## src/hdl/assert_macros.svh

```systemverilog
// Assertion macros used by the sequencer of the PID unit.
`ifndef ASSERT_MACROS_SVH
`define ASSERT_MACROS_SVH
`ifndef SYNTH
// Property checked on every rising edge of clk_i, off while rst_ni is low.
`define ASSERT_PROP(lbl, prop) \
  lbl: assert property (@(posedge clk_i) disable iff (!rst_ni) (prop)) \
    else $error("assertion failed");
// Implication: when cond holds, res holds in the following cycle.
`define ASSERT_NEXT(lbl, cond, res) \
  lbl: assert property (@(posedge clk_i) disable iff (!rst_ni) (cond) |=> (res)) \
    else $error("assertion failed");
`else
`define ASSERT_PROP(lbl, prop)
`define ASSERT_NEXT(lbl, cond, res)
`endif
`endif

```

## src/hdl/fppid_pkg.sv

```systemverilog
// Types, constants and codes shared by the fixed-point PID unit.
package fppid_pkg;

  localparam int unsigned QBitsDefault = 24;
  localparam int unsigned DataW        = 32;
  localparam int unsigned SepW         = 31;
  localparam int unsigned AddrW        = 5;

  // Register indexes, taken from paddr[4:2].
  typedef enum logic [2:0] {
    REG_SETPOINT   = 3'd0,
    REG_GAIN_P     = 3'd1,
    REG_GAIN_I     = 3'd2,
    REG_GAIN_D     = 3'd3,
    REG_GAIN_BC    = 3'd4,
    REG_LIMIT_A    = 3'd5,
    REG_LIMIT_B    = 3'd6,
    REG_SEPARATION = 3'd7
  } reg_idx_e;

  // Controller states.
  typedef enum logic [3:0] {
    S_IDLE,
    S_ERR,
    S_MUL_P,
    S_MUL_I,
    S_MUL_D,
    S_SUM,
    S_CLAMP,
    S_MUL_B,
    S_UPDATE
  } ctrl_state_e;

  // Datapath step codes.
  typedef enum logic [3:0] {
    ST_NONE,
    ST_ERR,
    ST_MUL_P,
    ST_MUL_I,
    ST_MUL_D,
    ST_SUM,
    ST_CLAMP,
    ST_MUL_B,
    ST_UPDATE
  } dp_step_e;

  typedef struct packed {
    logic     capture;
    logic     clear;
    dp_step_e step;
  } dp_cmd_t;

  typedef struct packed {
    logic signed [DataW-1:0] setpoint;
    logic signed [DataW-1:0] gain_p;
    logic signed [DataW-1:0] gain_i;
    logic signed [DataW-1:0] gain_d;
    logic signed [DataW-1:0] gain_bc;
    logic signed [DataW-1:0] limit_a;
    logic signed [DataW-1:0] limit_b;
    logic        [SepW-1:0]  separation;
  } cfg_t;

endpackage

```

## src/hdl/fppid_ctrl.sv

```systemverilog
// Sequencer of the PID unit: walks the datapath through one control step.
module fppid_ctrl (
  input  logic             clk_i,
  input  logic             rst_ni,
  input  logic             in_valid_i,
  input  logic             func_i,
  output logic             in_stall_o,
  output logic             out_valid_o,
  input  logic             out_stall_i,
  output fppid_pkg::dp_cmd_t cmd_o
);
  import fppid_pkg::*;

  ctrl_state_e state_q, state_d;
  logic        out_valid_q, out_valid_d;
  logic        accept;
  logic        out_free;

  assign accept   = in_valid_i && (state_q == S_IDLE);
  assign out_free = !out_valid_q || !out_stall_i;

  always_comb begin
    state_d = state_q;
    unique case (state_q)
      S_IDLE:   if (in_valid_i && !func_i) state_d = S_ERR;
      S_ERR:    state_d = S_MUL_P;
      S_MUL_P:  state_d = S_MUL_I;
      S_MUL_I:  state_d = S_MUL_D;
      S_MUL_D:  state_d = S_SUM;
      S_SUM:    state_d = S_CLAMP;
      S_CLAMP:  state_d = S_MUL_B;
      S_MUL_B:  state_d = S_UPDATE;
      S_UPDATE: if (out_free) state_d = S_IDLE;
      default:  state_d = S_IDLE;
    endcase
  end

  always_comb begin
    cmd_o.capture = accept;
    cmd_o.clear   = accept && func_i;
    unique case (state_q)
      S_ERR:    cmd_o.step = ST_ERR;
      S_MUL_P:  cmd_o.step = ST_MUL_P;
      S_MUL_I:  cmd_o.step = ST_MUL_I;
      S_MUL_D:  cmd_o.step = ST_MUL_D;
      S_SUM:    cmd_o.step = ST_SUM;
      S_CLAMP:  cmd_o.step = ST_CLAMP;
      S_MUL_B:  cmd_o.step = ST_MUL_B;
      S_UPDATE: cmd_o.step = out_free ? ST_UPDATE : ST_NONE;
      default:  cmd_o.step = ST_NONE;
    endcase
  end

  always_comb begin
    out_valid_d = out_valid_q;
    if (out_valid_q && !out_stall_i) out_valid_d = 1'b0;
    if (state_q == S_UPDATE && out_free) out_valid_d = 1'b1;
  end

  always_ff @(posedge clk_i or negedge rst_ni) begin
    if (!rst_ni) begin
      state_q     <= S_IDLE;
      out_valid_q <= 1'b0;
    end else begin
      state_q     <= state_d;
      out_valid_q <= out_valid_d;
    end
  end

  assign in_stall_o  = (state_q != S_IDLE);
  assign out_valid_o = out_valid_q;

`include "assert_macros.svh"
  `ASSERT_NEXT(clear_takes_one_cycle, accept && func_i, state_q == S_IDLE)
  `ASSERT_NEXT(step_starts, accept && !func_i, state_q == S_ERR)
  `ASSERT_NEXT(result_posted, state_q == S_UPDATE && out_free, out_valid_q)
  `ASSERT_NEXT(blocked_update_waits, state_q == S_UPDATE && !out_free,
               state_q == S_UPDATE && out_valid_q)
endmodule

```

## src/hdl/fppid_datapath.sv

```systemverilog
// Datapath of the PID unit: one shared multiplier and the step registers.
module fppid_datapath #(
  parameter int unsigned QBits = fppid_pkg::QBitsDefault
) (
  input  logic                                clk_i,
  input  logic                                rst_ni,
  input  fppid_pkg::cfg_t                     cfg_i,
  input  fppid_pkg::dp_cmd_t                  cmd_i,
  input  logic signed [fppid_pkg::DataW-1:0]  measured_i,
  output logic signed [fppid_pkg::DataW-1:0]  drive_out_o
);
  import fppid_pkg::*;

  logic signed [DataW-1:0]   meas_q, err_q, pt_q, it_q, v_q, u_q, hi_q, lo_q, drive_q;
  logic signed [DataW-1:0]   integ_q, last_q;
  logic signed [2*DataW-1:0] prod_q, prod_sh;
  logic signed [DataW-1:0]   mul_a, mul_b, qm, it_sel, clamped;
  logic        [DataW-1:0]   err_mag;
  logic                      sep_q;

  // Product scaled back by the Q format, floor toward minus infinity, then truncated.
  assign prod_sh = prod_q >>> QBits;
  assign qm      = prod_sh[DataW-1:0];
  assign err_mag = err_q[DataW-1] ? (-err_q) : err_q;
  assign it_sel  = sep_q ? '0 : it_q;

  always_comb begin
    unique case (cmd_i.step)
      ST_MUL_P: begin mul_a = cfg_i.gain_p;  mul_b = err_q;          end
      ST_MUL_I: begin mul_a = cfg_i.gain_i;  mul_b = err_q;          end
      ST_MUL_D: begin mul_a = cfg_i.gain_d;  mul_b = err_q - last_q; end
      ST_MUL_B: begin mul_a = cfg_i.gain_bc; mul_b = u_q - v_q;      end
      default:  begin mul_a = '0;            mul_b = '0;             end
    endcase
  end

  always_comb begin
    if (v_q > hi_q)      clamped = hi_q;
    else if (v_q < lo_q) clamped = lo_q;
    else                 clamped = v_q;
  end

  always_ff @(posedge clk_i) begin
    if (cmd_i.capture) meas_q <= measured_i;
    if (cmd_i.step == ST_MUL_P || cmd_i.step == ST_MUL_I ||
        cmd_i.step == ST_MUL_D || cmd_i.step == ST_MUL_B) begin
      prod_q <= mul_a * mul_b;
    end
    unique case (cmd_i.step)
      ST_ERR: begin
        err_q <= cfg_i.setpoint - meas_q;
        if (cfg_i.limit_a < cfg_i.limit_b) begin
          hi_q <= cfg_i.limit_b;
          lo_q <= cfg_i.limit_a;
        end else begin
          hi_q <= cfg_i.limit_a;
          lo_q <= cfg_i.limit_b;
        end
      end
      ST_MUL_P: sep_q <= err_mag > {1'b0, cfg_i.separation};
      ST_MUL_I: pt_q  <= qm;
      ST_MUL_D: it_q  <= qm + integ_q;
      ST_SUM: begin
        v_q  <= pt_q + it_sel + qm;
        it_q <= it_sel;
      end
      ST_CLAMP:  u_q     <= clamped;
      ST_UPDATE: drive_q <= u_q;
      default: ;
    endcase
  end

  always_ff @(posedge clk_i or negedge rst_ni) begin
    if (!rst_ni) begin
      integ_q <= '0;
      last_q  <= '0;
    end else if (cmd_i.clear) begin
      integ_q <= '0;
      last_q  <= '0;
    end else if (cmd_i.step == ST_UPDATE) begin
      integ_q <= it_q + qm;
      last_q  <= err_q;
    end
  end

  assign drive_out_o = drive_q;
endmodule

```

## src/hdl/fixed_point_pid_antiwindup_unit.sv

```systemverilog
// Top level of the fixed-point PID unit: register file, sequencer and datapath.
//
// This unit runs one step of a Q-format PID controller with integral separation
// and back-calculation anti-windup for every compute request on the input
// channel, and posts the clamped drive value on the output channel. A compute
// request runs through eight steps, four of which use the single shared 32 x 32
// multiplier one after another. The unit is back in its idle state when the
// result is posted, so it can take the next request while that result is still
// shown; it takes no new request before the current one leaves its update step.
// A clear request resets the integral and the previous error in its accept
// cycle and posts no result. The output holds one finished result, so the next
// request is taken while that result still waits; only the final update step
// waits if the output is still full. Configuration registers sit on an APB
// port at byte addresses 4*i, and must only be written while the unit is idle.
module fixed_point_pid_antiwindup_unit #(
  parameter int unsigned Q_BITS = fppid_pkg::QBitsDefault
) (
  input  logic                               clk_i,
  input  logic                               rst_ni,
  // Input channel.
  input  logic                               in_valid_i,
  output logic                               in_stall_o,
  input  logic                               func_i,
  input  logic signed [fppid_pkg::DataW-1:0] measured_i,
  // Output channel.
  output logic                               out_valid_o,
  input  logic                               out_stall_i,
  output logic signed [fppid_pkg::DataW-1:0] drive_out_o,
  // Configuration port.
  input  logic                               psel,
  input  logic                               penable,
  input  logic                               pwrite,
  input  logic        [fppid_pkg::AddrW-1:0] paddr,
  input  logic        [31:0]                 pwdata,
  output logic        [31:0]                 prdata,
  output logic                               pready
);
  import fppid_pkg::*;

  cfg_t     cfg_q;
  dp_cmd_t  cmd;
  reg_idx_e reg_idx;
  logic     cfg_write;

  assign pready    = 1'b1;
  assign cfg_write = psel && penable && pwrite;
  assign reg_idx   = reg_idx_e'(paddr[AddrW-1:2]);

  // Register file; the separation level keeps only its low 31 bits.
  always_ff @(posedge clk_i or negedge rst_ni) begin
    if (!rst_ni) begin
      cfg_q <= '{separation: {SepW{1'b1}}, default: '0};
    end else if (cfg_write) begin
      unique case (reg_idx)
        REG_SETPOINT:   cfg_q.setpoint   <= pwdata;
        REG_GAIN_P:     cfg_q.gain_p     <= pwdata;
        REG_GAIN_I:     cfg_q.gain_i     <= pwdata;
        REG_GAIN_D:     cfg_q.gain_d     <= pwdata;
        REG_GAIN_BC:    cfg_q.gain_bc    <= pwdata;
        REG_LIMIT_A:    cfg_q.limit_a    <= pwdata;
        REG_LIMIT_B:    cfg_q.limit_b    <= pwdata;
        REG_SEPARATION: cfg_q.separation <= pwdata[SepW-1:0];
        default: ;
      endcase
    end
  end

  always_comb begin
    unique case (reg_idx)
      REG_SETPOINT:   prdata = cfg_q.setpoint;
      REG_GAIN_P:     prdata = cfg_q.gain_p;
      REG_GAIN_I:     prdata = cfg_q.gain_i;
      REG_GAIN_D:     prdata = cfg_q.gain_d;
      REG_GAIN_BC:    prdata = cfg_q.gain_bc;
      REG_LIMIT_A:    prdata = cfg_q.limit_a;
      REG_LIMIT_B:    prdata = cfg_q.limit_b;
      REG_SEPARATION: prdata = {1'b0, cfg_q.separation};
      default:        prdata = '0;
    endcase
  end

  // The sequencer owns the handshakes and tells the datapath which step to run.
  fppid_ctrl u_ctrl (
    .clk_i       (clk_i),
    .rst_ni      (rst_ni),
    .in_valid_i  (in_valid_i),
    .func_i      (func_i),
    .in_stall_o  (in_stall_o),
    .out_valid_o (out_valid_o),
    .out_stall_i (out_stall_i),
    .cmd_o       (cmd)
  );

  fppid_datapath #(
    .QBits (Q_BITS)
  ) u_datapath (
    .clk_i       (clk_i),
    .rst_ni      (rst_ni),
    .cfg_i       (cfg_q),
    .cmd_i       (cmd),
    .measured_i  (measured_i),
    .drive_out_o (drive_out_o)
  );
endmodule
```

## config.mk

```make
export PLATFORM = sky130hd
export DESIGN_NAME = fixed_point_pid_antiwindup_unit
export DESIGN_NICKNAME = d
export VERILOG_FILES = /design/src/hdl/fppid_pkg.sv /design/src/hdl/fppid_ctrl.sv /design/src/hdl/fppid_datapath.sv /design/src/hdl/fixed_point_pid_antiwindup_unit.sv
export VERILOG_INCLUDE_DIRS = /design/src /design/src/hdl
export SDC_FILE = /design/constraint.sdc
export NUM_CORES = 2
export LEC_CHECK = 0
export BUFFER_PORTS_ARGS = -buffer_cell sky130_fd_sc_hd__buf_4
export CELL_PAD_IN_SITES_DETAIL_PLACEMENT = 0
export CELL_PAD_IN_SITES_GLOBAL_PLACEMENT = 1
export CORE_MARGIN = 2
export CORE_UTILIZATION = 48
export CTS_BUF_LIST = sky130_fd_sc_hd__clkbuf_4
export DETAILED_ROUTE_END_ITERATION = 6
export HOLD_SLACK_MARGIN = 0.15
export PLACE_DENSITY_LB_ADDON = 0.12
export SETUP_SLACK_MARGIN = 0.4
export SLEW_MARGIN = 20
export SYNTH_ARGS = -nofsm -noshare
export SYNTH_HDL_FRONTEND = slang
export SYNTH_SLANG_ARGS = --single-unit
```

## constraint.sdc

```tcl
create_clock -name clk_i -period 9.8 [get_ports clk_i]
set_clock_uncertainty 0.1 [all_clocks]
set_input_delay 1.96 -clock clk_i [delete_from_list [all_inputs] [get_ports clk_i]]
set_output_delay 1.96 -clock clk_i [all_outputs]
set_load 0.03 [all_outputs]
```

==> out/metrics.yaml <==
status: "finished, violations left"
violations: "setup timing"
async_flop_share: 0.502
max_stage_delay_ns: 0.58
vias: 56527
routed_wl_um: 253000
tritoncts: "yes"
hp-class: "register to register"
dpl_worst_slack_ns: -0.952
cts_root_buf: "clkbuf_4"
row_count: 141
cp-end-kind: "register"
grt_max_degree: 138
cts_buffers: 168
io_pins: 144
drcViolationCount: 0
die_y_um: 390
finalCritPeriodShare: 1.06
fin_crit_ns: 10.43
rsz0062_at_grt: "true"
rrSetupSlack_ns: -0.63
grt_pass1_vias: 57948
ys_warn_count: 0
synth_edf_count: 321
synthFlopType: "edfxtp_1"
worstMarginPinSlew_ns: 1.08
start_kind: "register"
grt_usage: 0.338
synth_cell_types: 91
first_pass_iters: 6
holdPathEnd: "u_datapath.integ_q[17]"
detail-route-antenna-nets: 0
maxCapViolations: 0
clkLatencyLatePin_ns: 1.18
cp.arrival_ns: 11.20
maxSlewHeadroom: 0.278
final_layout_size_suffix_gt1_frac: 0.223
hold_violations: 0
reg2reg_depth: 45
cts.path.max_buffers: 3
max_freq_ghz: 0.0959
slew_violations: 0
core_mm2: 0.148
crit_top_cell: "fa_1"
dr.first_iter.drc_count: 4704
grt_pass1_wl_um: 376000
cts.reportedPaths.clkPinSlew_ns: 0.08
ctsHtreeMaxLevel: 4
critPathLaunch: "u_datapath.u_q[0]"
gp_congestion: 0.972
dpl.hpwl_um: 205000
design_area_mm2: 0.0850
critPathMaxFanout: 3
synth_cells: 7298
setup_viol: 26
die_area_mm2: 0.152
cpMaxStageDelayCell: "fa_1"
r2r_start: "u_datapath.u_q[0]"
fin_nets: 9663
antenna_found_initial: 18
layout_setup_ws_ns: -0.631
avgRoutedWirePerCell_um: 24.9
worstPathRequired_ns: 10.57
io_buffers: 140
seq_area_frac_synth: 0.248
critPathKind: "register to register"
area_growth_pct: 18.6
clock_sinks: 645
die_width_um: 390
grt-ovfl-total: 0
ys_ff_latch: 645
viasPerCell: 5.56
r2r-end: "u_datapath.prod_q[49]"
holdPathStages: 2
start_util: 0.484
avgSynthCellArea_um2: 9.82
placed_cell_area_mm2: 0.0809
worstHoldStart: "u_datapath.integ_q[17]"
netlist_area_mm2: 0.0717
synth_nets: 8878
-- sequential cells by signal (all words and copies together), names as in the netlist --
| register | cells |
|---|---|
| cfg_q | 255 |
| u_datapath.sep_q | 1 |
| u_datapath.hi_q | 32 |
| u_datapath.prod_q | 32 |
| u_datapath.it_q | 32 |
| u_datapath.pt_q | 32 |
| u_datapath.v_q | 32 |
| u_datapath.u_q | 32 |
| u_datapath.last_q | 32 |
| u_datapath.meas_q | 32 |
| u_datapath.lo_q | 32 |
| u_datapath.err_q | 32 |
| u_ctrl.out_valid_o | 1 |
| u_datapath.integ_q | 32 |
| u_ctrl.state_q | 4 |
| u_datapath.drive_out_o | 32 |
-- layout by cell type, fill, tap and decap left out, types with 24 or more instances in the layout --
cell type	n
o31ai_1	24
fa_2	37
and2_1	63
a21o_1	120
buf_4	782
nor2_1	390
dfstp_2	31
mux2i_1	86
mux2_2	279
nand2_1	1066
nor3_1	32
dfrtp_1	293
clkbuf_4	266
inv_1	1255
xnor2_1	152
buf_12	91
edfxtp_1	321
nand4_1	59
o21a_1	51
fa_1	982
buf_6	47
and4_1	26
nor2b_1	70
a22o_1	39
nand3_1	41
a21oi_2	25
o21ai_0	242
nand2b_1	56
a21oi_1	203
ha_1	463
mux4_2	27
xor2_1	49
-- final cells by class --
cell class | instances | area [µm²]
Multi-Input combinational cell | 5066 | 49400
Timing Repair Buffer | 925 | 8320
Inverter | 1277 | 4790
Clock buffer | 266 | 2000
Clock inverter | 46 | 303
Sequential cell | 645 | 17800
Tap cell | 1930 | 2410
Fill cell | 13195 | 63000
Antenna cell | 14 | 35.0
-- stage by stage --
| stage | setup TNS [ns] | utilization | cells | hold WS, ns |
|---|---|---|---|---|
| 2_1_floorplan | 0 | - | 7298 | 0.326 |
| 3_3_place_gp | -14.95 | 0.547 | 9786 | 0.364 |
| 3_5_place_dp | -17.11 | 0.547 | 9786 | 0.375 |
| 4_1_cts | -10.62 | 0.568 | 10132 | 0.392 |
| 5_1_grt | -18.93 | 0.574 | 10165 | 0.417 |
| 6_report | -10.59 | 0.574 | 10169 | 0.389 |
-- metal layers --
| layer | vias to the layer above | wire length (µm) | track usage | share of wire |
|---|---|---|---|---|
| met1 | 28818 | 106000 | 0.463 | 0.42 |
| met4 | 6 | 12700 | 0.145 | 0.050 |
| li1 | 25193 | - | - | - |
| met3 | 479 | 19600 | 0.0627 | 0.077 |
| met2 | 2031 | 115000 | 0.528 | 0.45 |
| met5 | - | 43 | 0 | 0.00017 |
-- how the worst max path moves through the flow --
stage | to | cells past startpoint
after floorplan | u_datapath.prod_q[50] | 38
after global placement | u_datapath.prod_q[55] | 45
after detailed placement | u_datapath.prod_q[55] | 48
after CTS | u_datapath.prod_q[55] | 43
after global routing | u_datapath.prod_q[49] | 45
final | u_datapath.prod_q[49] | 45
-- repair_timing --
| action | in CTS | in global routing |
|---|---|---|
| setup endpoints to repair | 32 | 32 |
| hold buffers | 0 | 0 |
| pin swaps | 84 | 87 |
| resized for setup | 140 | 149 |
| setup buffers | 33 | 22 |
| cloned | 1 | 0 |
-- worst max-delay path, delay by kind of cell, from the launching register on --
kind	cells	cell delay [ns]
AO/OA/AOI/OAI	13	2.22
XOR/XNOR	2	0.44
adder cells (fa/ha/maj)	11	4.77
buffers and inverters	10	1.15
flip-flops	1	0.41
AND/OR/NAND/NOR	9	1.06
-- synthesized netlist by cell type (31+ instances only) --
cell type  count  share of area
ha_1         484          0.084
a22o_1        39         0.0048
nand4_1       59         0.0051
fa_1        1019           0.28
edfxtp_1     321           0.13
xnor2_1      168          0.021
nor2_1       426          0.022
a21oi_1      230          0.016
nor3_1        47         0.0033
nand2b_1      56         0.0049
dfrtp_1      293           0.10
o21ai_0      257          0.018
nor2b_1       72         0.0063
mux2_2       280          0.044
nand3_1       47         0.0033
and2_1        64         0.0056
a21o_1       120          0.013
inv_1       1275          0.067
dfstp_2       31          0.011
xor2_1        56         0.0068
clkbuf_1     292          0.015
mux2i_1       86          0.012
o21a_1        52         0.0054
nand2_1     1078          0.056
-- logic make-up after synthesis --
logic type / after synthesis / synth area share
DFF: 645 / 0.248
buffers and inverters: 1587 / 0.0832
xor gates and xnor gates: 227 / 0.0283
and+or+nand+nor: 1966 / 0.119
AOI/OAI and AO/OA: 976 / 0.0873
other: 1 / 0.0000523
muxes: 393 / 0.0645
adders and majority gates: 1503 / 0.369
Power is not shown: default switching activity piles up to over one toggle a cycle in this logic, so the estimate is an artifact.
